<file path="src/design/wildcard_glob_matcher_defines.svh">
// ----------------------------------------------------------------------------
// wildcard_glob_matcher_defines
// assertion macros shared by the glob matcher modules
// ----------------------------------------------------------------------------
`ifndef WILDCARD_GLOB_MATCHER_DEFINES_SVH
`define WILDCARD_GLOB_MATCHER_DEFINES_SVH

`ifndef ASSERT_OFF

// same-cycle implication
`define WGM_ASSERT_IMP(lbl, clk, rst_n, ante, cons) \
    lbl: assert property (@(posedge clk) disable iff (!rst_n) (ante) |-> (cons)) \
        else $error("wgm assertion failed");

// next-cycle implication
`define WGM_ASSERT_NXT(lbl, clk, rst_n, ante, cons) \
    lbl: assert property (@(posedge clk) disable iff (!rst_n) (ante) |=> (cons)) \
        else $error("wgm assertion failed");

`else

`define WGM_ASSERT_IMP(lbl, clk, rst_n, ante, cons)
`define WGM_ASSERT_NXT(lbl, clk, rst_n, ante, cons)

`endif

`endif

</file>
<file path="src/design/wgm_pkg.sv">
// ----------------------------------------------------------------------------
// wgm_pkg
// types and constants of the wildcard glob matcher
// ----------------------------------------------------------------------------
`default_nettype none

package wgm_pkg;

    localparam int SYM_W   = 21;
    localparam int INDEX_W = 5;
    localparam int OP_W    = 2;
    localparam int CFG_W   = 6;

    localparam logic [SYM_W-1:0] STAR_CP     = SYM_W'('h2A);
    localparam logic [SYM_W-1:0] QUESTION_CP = SYM_W'('h3F);

    typedef enum logic [OP_W-1:0] {
        OP_LOAD   = 2'd0,
        OP_BEGIN  = 2'd1,
        OP_TARGET = 2'd2
    } t_op;

    typedef struct packed {
        logic load;
        logic start;
        logic advance;
        logic active;
    } t_cell_ctl;

endpackage

`default_nettype wire

</file>
<file path="src/design/wgm_if.sv">
// ----------------------------------------------------------------------------
// wgm_if
// input and result channels of the wildcard glob matcher
// ----------------------------------------------------------------------------
`default_nettype none

interface wgm_in_if;
    import wgm_pkg::*;

    logic               valid;
    logic               ready;
    logic [OP_W-1:0]    operation;
    logic [INDEX_W-1:0] index;
    logic [SYM_W-1:0]   symbol;

    modport source (output valid, output operation, output index, output symbol,
                    input ready);
    modport sink   (input valid, input operation, input index, input symbol,
                    output ready);
endinterface

interface wgm_out_if;
    logic valid;
    logic ready;
    logic matched;

    modport source (output valid, output matched, input ready);
    modport sink   (input valid, input matched, output ready);
endinterface

`default_nettype wire

</file>
<file path="src/design/wgm_cell.sv">
// ----------------------------------------------------------------------------
// wgm_cell
// one pattern position: stored symbol, reachable bit, star closure link
// ----------------------------------------------------------------------------
`default_nettype none

module wgm_cell (
    input  logic                     i_clk,
    input  logic                     i_rst_n,
    input  logic                     i_first,
    input  wgm_pkg::t_cell_ctl       i_ctl,
    input  logic [wgm_pkg::SYM_W-1:0] i_symbol,
    input  logic                     i_pass,
    input  logic                     i_carry,
    output logic                     o_pass,
    output logic                     o_carry,
    output logic                     o_closed,
    output logic                     o_reach
);
    import wgm_pkg::*;

    logic [SYM_W-1:0] r_sym;
    logic             r_reach;
    logic             n_reach;
    logic             is_star;
    logic             hit;
    logic             live;

    assign is_star = (r_sym == STAR_CP);
    assign hit     = is_star || (r_sym == QUESTION_CP) || (r_sym == i_symbol);
    assign live    = r_reach && i_ctl.active && i_ctl.advance;

    // next bit before closure, then closure from the left neighbor
    assign n_reach  = (live && is_star) || i_pass;
    assign o_closed = n_reach || i_carry;
    assign o_carry  = o_closed && i_ctl.active && is_star;
    assign o_pass   = live && hit;
    assign o_reach  = r_reach;

    always_ff @(posedge i_clk) begin
        if (i_ctl.load) begin
            r_sym <= i_symbol;
        end
    end

    always_ff @(posedge i_clk) begin
        if (!i_rst_n) begin
            r_reach <= i_first;
        end else if (i_ctl.start || i_ctl.advance) begin
            r_reach <= o_closed;
        end
    end

endmodule

`default_nettype wire

</file>
<file path="src/design/wgm_out_stage.sv">
// ----------------------------------------------------------------------------
// wgm_out_stage
// result register with a skid entry behind it
// ----------------------------------------------------------------------------
`default_nettype none

`include "wildcard_glob_matcher_defines.svh"

module wgm_out_stage (
    input  logic      i_clk,
    input  logic      i_rst_n,
    input  logic      i_push,
    input  logic      i_matched,
    output logic      o_room,
    wgm_out_if.source o_out
);
    logic r_out_valid;
    logic r_out_matched;
    logic r_skid_valid;
    logic r_skid_matched;
    logic out_xfer;

    assign out_xfer      = r_out_valid && o_out.ready;
    assign o_room        = !r_skid_valid;
    assign o_out.valid   = r_out_valid;
    assign o_out.matched = r_out_matched;

    always_ff @(posedge i_clk) begin
        if (!i_rst_n) begin
            r_out_valid  <= 1'b0;
            r_skid_valid <= 1'b0;
        end else if (r_skid_valid && out_xfer) begin
            r_out_valid  <= 1'b1;
            r_skid_valid <= 1'b0;
        end else if (i_push) begin
            if (!r_out_valid || out_xfer) begin
                r_out_valid <= 1'b1;
            end else begin
                r_skid_valid <= 1'b1;
            end
        end else if (out_xfer) begin
            r_out_valid <= 1'b0;
        end
    end

    always_ff @(posedge i_clk) begin
        if (r_skid_valid && out_xfer) begin
            r_out_matched <= r_skid_matched;
        end else if (i_push) begin
            if (!r_out_valid || out_xfer) begin
                r_out_matched <= i_matched;
            end else begin
                r_skid_matched <= i_matched;
            end
        end
    end

    `WGM_ASSERT_IMP(a_skid_behind_out, i_clk, i_rst_n, r_skid_valid, r_out_valid)
    `WGM_ASSERT_NXT(a_stall_fills_skid, i_clk, i_rst_n, i_push && r_out_valid && !o_out.ready, r_skid_valid)
    `WGM_ASSERT_NXT(a_drain_empties, i_clk, i_rst_n, out_xfer && !r_skid_valid && !i_push, !r_out_valid)

endmodule

`default_nettype wire

</file>
<file path="src/design/wildcard_glob_matcher.sv">
// ----------------------------------------------------------------------------
// wildcard_glob_matcher
// glob matcher with '*' and '?' over codepoints, one cell per pattern position
//
//   channel   dir  handshake          payload
//   i_cfg     in   valid / ready      pattern_length (6 bits)
//   i_in      in   valid / ready      operation, index, symbol
//   o_out     out  valid / ready      matched
//
// one item per cycle while i_in is not stalled; a begin or target item's result is registered
// the star closure ripples through the cell row in the cycle of the transfer
// a result register plus a skid entry; i_in stalls once both hold a result
// synchronous active-low reset: only position zero reachable, length zero
// ----------------------------------------------------------------------------
`default_nettype none

`include "wildcard_glob_matcher_defines.svh"

module wildcard_glob_matcher #(
    parameter int PATTERN_MAX = 32
) (
    input  logic                      i_clk,
    input  logic                      i_rst_n,
    input  logic                      i_cfg_valid,
    output logic                      o_cfg_ready,
    input  logic [wgm_pkg::CFG_W-1:0] i_cfg_data,
    wgm_in_if.sink                    i_in,
    wgm_out_if.source                 o_out
);
    import wgm_pkg::*;

    localparam int LW = $clog2(PATTERN_MAX + 1);
    localparam int CW = (LW > CFG_W) ? LW : CFG_W;
    localparam int LOAD_SPAN = 2 ** INDEX_W;

    logic [CFG_W-1:0]     r_pat_len;
    logic [CW-1:0]        len_wide;
    logic [LW-1:0]        len_used;
    logic                 in_xfer;
    logic                 room;
    logic                 load;
    logic                 start;
    logic                 adv;
    logic                 r_end;
    logic [PATTERN_MAX:0] pass_v;
    logic [PATTERN_MAX:0] carry_v;
    logic [PATTERN_MAX:0] closed_v;
    logic [PATTERN_MAX:0] reach_v;

    assign o_cfg_ready = 1'b1;

    always_ff @(posedge i_clk) begin
        if (!i_rst_n) begin
            r_pat_len <= '0;
        end else if (i_cfg_valid) begin
            r_pat_len <= i_cfg_data;
        end
    end

    assign len_wide = (CW'(r_pat_len) > CW'(PATTERN_MAX)) ? CW'(PATTERN_MAX)
                                                          : CW'(r_pat_len);
    assign len_used = LW'(len_wide);

    assign i_in.ready = room;
    assign in_xfer    = i_in.valid && room;

    always_comb begin
        load  = 1'b0;
        start = 1'b0;
        adv   = 1'b0;
        if (in_xfer) begin
            unique case (t_op'(i_in.operation))
                OP_LOAD:   load  = 1'b1;
                OP_BEGIN:  start = 1'b1;
                OP_TARGET: adv   = 1'b1;
                default:   ;
            endcase
        end
    end

    assign pass_v[0]  = start;
    assign carry_v[0] = 1'b0;

    for (genvar i = 0; i < PATTERN_MAX; i++) begin : g_cell
        localparam bit CAN_LOAD = (i < LOAD_SPAN);
        t_cell_ctl ctl;

        assign ctl.load    = load && CAN_LOAD && (i_in.index == INDEX_W'(i));
        assign ctl.start   = start;
        assign ctl.advance = adv;
        assign ctl.active  = (CW'(i) < len_wide);

        wgm_cell u_cell (
            .i_clk    (i_clk),
            .i_rst_n  (i_rst_n),
            .i_first  ((i == 0) ? 1'b1 : 1'b0),
            .i_ctl    (ctl),
            .i_symbol (i_in.symbol),
            .i_pass   (pass_v[i]),
            .i_carry  (carry_v[i]),
            .o_pass   (pass_v[i+1]),
            .o_carry  (carry_v[i+1]),
            .o_closed (closed_v[i]),
            .o_reach  (reach_v[i])
        );
    end

    // position past the last symbol has no pattern entry
    assign closed_v[PATTERN_MAX] = pass_v[PATTERN_MAX] || carry_v[PATTERN_MAX];
    assign reach_v[PATTERN_MAX]  = r_end;

    always_ff @(posedge i_clk) begin
        if (!i_rst_n) begin
            r_end <= 1'b0;
        end else if (start || adv) begin
            r_end <= closed_v[PATTERN_MAX];
        end
    end

    wgm_out_stage u_out (
        .i_clk     (i_clk),
        .i_rst_n   (i_rst_n),
        .i_push    (start || adv),
        .i_matched (closed_v[len_used]),
        .o_room    (room),
        .o_out     (o_out)
    );

    `WGM_ASSERT_NXT(a_begin_seeds, i_clk, i_rst_n, start, reach_v[0])
    `WGM_ASSERT_NXT(a_hold_when_quiet, i_clk, i_rst_n, !start && !adv, $stable(reach_v))
    `WGM_ASSERT_NXT(a_dead_stays_dead, i_clk, i_rst_n, adv && (reach_v == '0), reach_v == '0)

endmodule

`default_nettype wire
</file>
<file path="src/flat_wrapper.sv">
// flat-port wrapper written by rule: the top's interface ports become plain ports
module wildcard_glob_matcher_flat import wgm_pkg::*;
#(
    parameter int PATTERN_MAX = 32
)
  (i_clk, i_rst_n, i_cfg_valid, o_cfg_ready, i_cfg_data, i_in_valid, i_in_operation, i_in_index, i_in_symbol, i_in_ready, o_out_valid, o_out_matched, o_out_ready);
  wgm_in_if i_in_i ();
  wgm_out_if o_out_i ();
  input  logic i_clk;
  input  logic i_rst_n;
  input  logic i_cfg_valid;
  output logic o_cfg_ready;
  input  logic [wgm_pkg::CFG_W-1:0] i_cfg_data;
  input wire logic [$bits(i_in_i.valid)-1:0] i_in_valid;
  input wire logic [$bits(i_in_i.operation)-1:0] i_in_operation;
  input wire logic [$bits(i_in_i.index)-1:0] i_in_index;
  input wire logic [$bits(i_in_i.symbol)-1:0] i_in_symbol;
  output wire logic [$bits(i_in_i.ready)-1:0] i_in_ready;
  output wire logic [$bits(o_out_i.valid)-1:0] o_out_valid;
  output wire logic [$bits(o_out_i.matched)-1:0] o_out_matched;
  input wire logic [$bits(o_out_i.ready)-1:0] o_out_ready;
  assign i_in_i.valid = i_in_valid;
  assign i_in_i.operation = i_in_operation;
  assign i_in_i.index = i_in_index;
  assign i_in_i.symbol = i_in_symbol;
  assign i_in_ready = i_in_i.ready;
  assign o_out_valid = o_out_i.valid;
  assign o_out_matched = o_out_i.matched;
  assign o_out_i.ready = o_out_ready;
  wildcard_glob_matcher #(.PATTERN_MAX(PATTERN_MAX)) u_core (.i_clk(i_clk), .i_rst_n(i_rst_n), .i_cfg_valid(i_cfg_valid), .o_cfg_ready(o_cfg_ready), .i_cfg_data(i_cfg_data), .i_in(i_in_i), .o_out(o_out_i));
endmodule
</file>
<file path="config.mk">
export PLATFORM = sky130hd
export DESIGN_NAME = wildcard_glob_matcher_flat
export DESIGN_NICKNAME = d
export VERILOG_FILES = /design/src/design/wgm_pkg.sv /design/src/design/wgm_if.sv /design/src/design/wgm_cell.sv /design/src/design/wgm_out_stage.sv /design/src/design/wildcard_glob_matcher.sv /design/src/flat_wrapper.sv
export VERILOG_INCLUDE_DIRS = /design/src /design/src/design
export SDC_FILE = /design/constraint.sdc
export NUM_CORES = 1
export LEC_CHECK = 0
export BUFFER_PORTS_ARGS = -buffer_cell sky130_fd_sc_hd__buf_2
export CORE_UTILIZATION = 41
export CTS_CLUSTER_DIAMETER = 200
export DETAILED_ROUTE_END_ITERATION = 10
export SLEW_MARGIN = 20
export SYNTH_ARGS = -nofsm -noshare
export SYNTH_HDL_FRONTEND = slang
export SYNTH_SLANG_ARGS = --single-unit
export TNS_END_PERCENT = 1
</file>
<file path="constraint.sdc">
create_clock -name i_clk -period 5.32 [get_ports i_clk]
set_clock_uncertainty 0.1 [all_clocks]
set_input_delay 1.064 -clock i_clk [delete_from_list [all_inputs] [get_ports i_clk]]
set_output_delay 1.064 -clock i_clk [all_outputs]
set_load 0.05 [all_outputs]
</file>
==> qor.csv <==
stage,metric,value,unit
drt,dr_wl_met2,48.4,mm
clocking,cts_tree,yes,
drt,vias_per_cell,5.89,
setup_path,path_delay_family,compound AO/OA/AOI/OAI gates,
synth,yosys.cell_types.count,92,
synth,ys.flop_type,edfxtp_1,
timing,post-route-min-period,5.07,ns
setup_path,cpMostUsedCell,o211ai_1,
placed_design,gp_congestion,0.930,
global_route,grt_antenna_before_repair,6,
floorplanning,rows,105,
drt,wire_per_inst,26.1,um
clocking,clk_root_buffer_cell,clkbuf_16,
setup_path,worstReg2RegStart,u_core.r_pat_len[4]$_SDFFE_PN0P_,
synth,synthArstFlopShare,0,
timing,fmax,197,MHz
timing,period_share,0.953,
worst_hold_path,min_from,u_core.g_cell[16].u_cell.o_reach$_SDFFE_PN0P_,
drt,ant_nets,0,
global_route,grt_pass1_wl,154,mm
setup_path,crit_arrival,5.32,ns
clocking,post_cts_buffers,0,
synth,synth_fp_nets,2678,
timing,hold_viol,0,
synth,synthCells,2639,
timing,rsz0062_at_grt,no,
setup_path,critPathRequiredTime,5.57,ns
setup_path,worstSetupPathDepth,14,
floorplanning,initial_core_util,0.415,
setup_path,ff2ff_setup_slack,0.25,ns
synth,synthTopCellsByArea,"edfxtp_1 59%, xnor2_1 12%, xor2_1 4.9%",
clocking,cts_buffer_depth,3,
clocking,cts.sinks,714,
timing,slew_headroom,0.267,
global_route,grt_max_degree,39,
synth,synth_top_area_cell,edfxtp_1,
synth,avgSynthCellArea,13.0,sq um
cells_and_area,syn_to_final_growth,14.9,%
global_route,grt_remaining_overflow,0,
synth,ys_top_cells_by_count,"674 x edfxtp_1, 480 x xnor2_1, 192 x xor2_1",
drt,vias,23134,
drt,dr.pass1.iters,5,
drt,top_layer_used,met5,
timing,finalSetupViolCount,0,
clocking,cts_resized,0,
outcome,outcome,finished clean,
floorplanning,core-area,0.0824,sq mm
global_route,grt_pass1_vias,23630,
synth,synth_most_common_cell,edfxtp_1,
worst_hold_path,min_delay_path_depth,2,
drt,m1WireLength,45.8,mm
synth,ys_warn_count,0,
synth,synth_area,0.0342,sq mm
floorplanning,dieWidth,291,um
setup_path,cp_slowest_cell,or4_1,
drt,drt-total-wl,103,mm
setup_path,reg2reg_to,u_core.u_out.o_out.matched$_DFFE_PP_,
power,vdd.ir_drop.worst,0.252,mV
setup_path,slowest_delay,0.65,ns
timing,tightest_slew,1.10,ns
synth,yosysSeqAreaShare,0.615,
setup_path,crit_fanout,11,
setup_path,crit_buf_inv,1,
drt,drtIter0Drc,2065,
drt,post-route-drc-count,0,
timing,holdWs,0.365,ns
timing,slew_viol_final,0,
synth,synth-edff-count,674,
worst_hold_path,whs_endpoint,u_core.g_cell[16].u_cell.o_reach$_SDFFE_PN0P_,
timing,setup_ws,0.251,ns
setup_path,start_kind,flop,
setup_path,end_kind,flop,
setup_path,worstSetupPathType,flop to flop,
flow_run,cap_viol_max_count,0,
cells_and_area,layout-drive-gt1-share,0.123,
clocking,clk_pin_slew,0.06,ns
global_route,grt_usage,0.241,
synth,synth_top_area_frac,0.592,
power,power,12.4,mW
clocking,postCtsHoldBufs,0,
clocking,cts_buffers,79,
synth,ys_ff_latch,714,
clocking,cts_max_level,3,
worst_hold_path,min_path_type,flop to flop,
placed_design,place_ws,-0.0478,ns
power,leakage,11.8,nW
setup_path,reg2regPathDepth,14,
drt,met3_length,5.88,mm
floorplanning,die_height,291,um
placed_design,dp.final_hpwl,71.5,mm
placed_design,portBuffers,41,
cells_and_area,fin_nets,2833,
clocking,clkLatencyLatePin,0.63,ns
setup_path,crit_path_cell_trace,"buf_4, or4_1, nor2_1, nor3_1, a221oi_2, o311ai_2, o311ai_1, a2111oi_4, o211ai_1, a21boi_0, o21a_1, o211ai_1, o2111a_1, a41oi_2",
floorplanning,die_area,0.0846,sq mm
floorplanning,io_pins,43,
timing,final.setup.tns,0,ns
power,power_density,316,mW/mm^2
[sequential cells by signal, summed over array words and instances, names as in the netlist]
name / flops
u_core.u_out.o_out.matched: 1
u_core.g_cell.u_cell.r_sym: 672
u_core.r_pat_len: 6
u_core.u_out.o_out.valid: 1
u_core.g_cell.u_cell.o_reach: 32
u_core.u_out.r_skid_valid: 1
u_core.u_out.r_skid_matched: 1
[where the power goes]
part | switching, mW | internal [mW] | total, mW
Clock | 2.30 | 3.11 | 5.40
Sequential | 0.0233 | 6.17 | 6.19
Combinational | 0.560 | 0.290 | 0.850
[routing by layer]
layer  global-route usage  up-vias
met5                    0        -
met4               0.0716        6
met3               0.0334      158
met2                0.393      822
met1                0.335    11830
li1                     -    10318
[cell families after synthesis]
logic type | after synthesis | share of synthesized area
AND/OR/NAND/NOR | 854 | 0.142
AO/OA/AOI/OAI | 252 | 0.0512
XOR/XNOR | 672 | 0.172
buffers and inverters | 139 | 0.0179
other | 1 | 0.000110
flip-flops | 714 | 0.615
multiplexers | 7 | 0.00205
[through the flow]
stage / utilization / cells / area, sq um
3_5_place_dp: 0.446 / 3783 / 36800
4_1_cts: 0.477 / 3930 / 39300
6_report: 0.477 / 3931 / 39300
3_3_place_gp: 0.446 / 3783 / 36800
5_1_grt: 0.477 / 3931 / 39300
2_1_floorplan: - / 2639 / 34200
[final cells by class]
| cell class | instances | area [sq um] |
|---|---|---|
| fill | 7199 | 43100 |
| sequential | 714 | 21000 |
| multi-input combinational | 1786 | 12600 |
| clock buffer | 98 | 2090 |
| timing repair buffer | 194 | 1710 |
| tap | 1070 | 1340 |
| clock inverter | 49 | 448 |
| inverter | 19 | 71.3 |
| antenna | 1 | 2.50 |
[worst reg2reg max path, stage by stage (launching register included)]
cell and delay, ns:
dfxtp_1 0.46, buf_4 0.24, or4_1 0.65, nor2_1 0.39
nor3_1 0.16, a221oi_2 0.36, o311ai_2 0.15, o311ai_1 0.56
a2111oi_4 0.19, o211ai_1 0.42, a21boi_0 0.26, o21a_1 0.24
o211ai_1 0.26, o2111a_1 0.28, a41oi_2 0.10
[worst max path at each step]
| stage | startpoint | endpoint | slack [ns] |
|---|---|---|---|
| 5_1_grt | u_core.r_pat_len[4]$_SDFFE_PN0P_ | u_core.u_out.o_out.matched$_DFFE_PP_ | 0.03 |
| 3_3_place_gp | i_in_operation[0] | u_core.u_out.o_out.matched$_DFFE_PP_ | 0.04 |
| 3_5_place_dp | i_in_operation[0] | u_core.u_out.o_out.matched$_DFFE_PP_ | -0.05 |
| 2_1_floorplan | i_in_symbol[20] | u_core.u_out.o_out.matched$_DFFE_PP_ | 0.70 |
| 4_1_cts | u_core.r_pat_len[4]$_SDFFE_PN0P_ | u_core.u_out.o_out.matched$_DFFE_PP_ | 0.33 |
| 6_report | u_core.r_pat_len[4]$_SDFFE_PN0P_ | u_core.u_out.o_out.matched$_DFFE_PP_ | 0.25 |
[cell usage in the layout (no fill, tap or decap), types with 7 or more instances in the layout]
cell type  count
edfxtp_1     674
xnor2_1      480
xor2_1       192
nor4_1       168
buf_4        150
nand4_1      131
nor2_1       106
nand2_1      105
clkbuf_16     81
nand3_1       79
a21oi_1       63
nor3_1        61
o21ai_0       48
dfxtp_1       40
or3_1         27
and3_1        25
or4_1         24
buf_12        24
nor4b_1       22
buf_2         20
clkinv_2      19
inv_1         18
nand4b_1      18
nand2b_1      17
clkbuf_1      17
a31oi_1       16
o211ai_1      16
clkinv_1      15
and2_1        13
a211oi_1      11
nor3_2         8
o21a_1         8
nor2_2         7
a2111oi_0      7
mux2i_1        7
(Power assumes the default switching activity.)
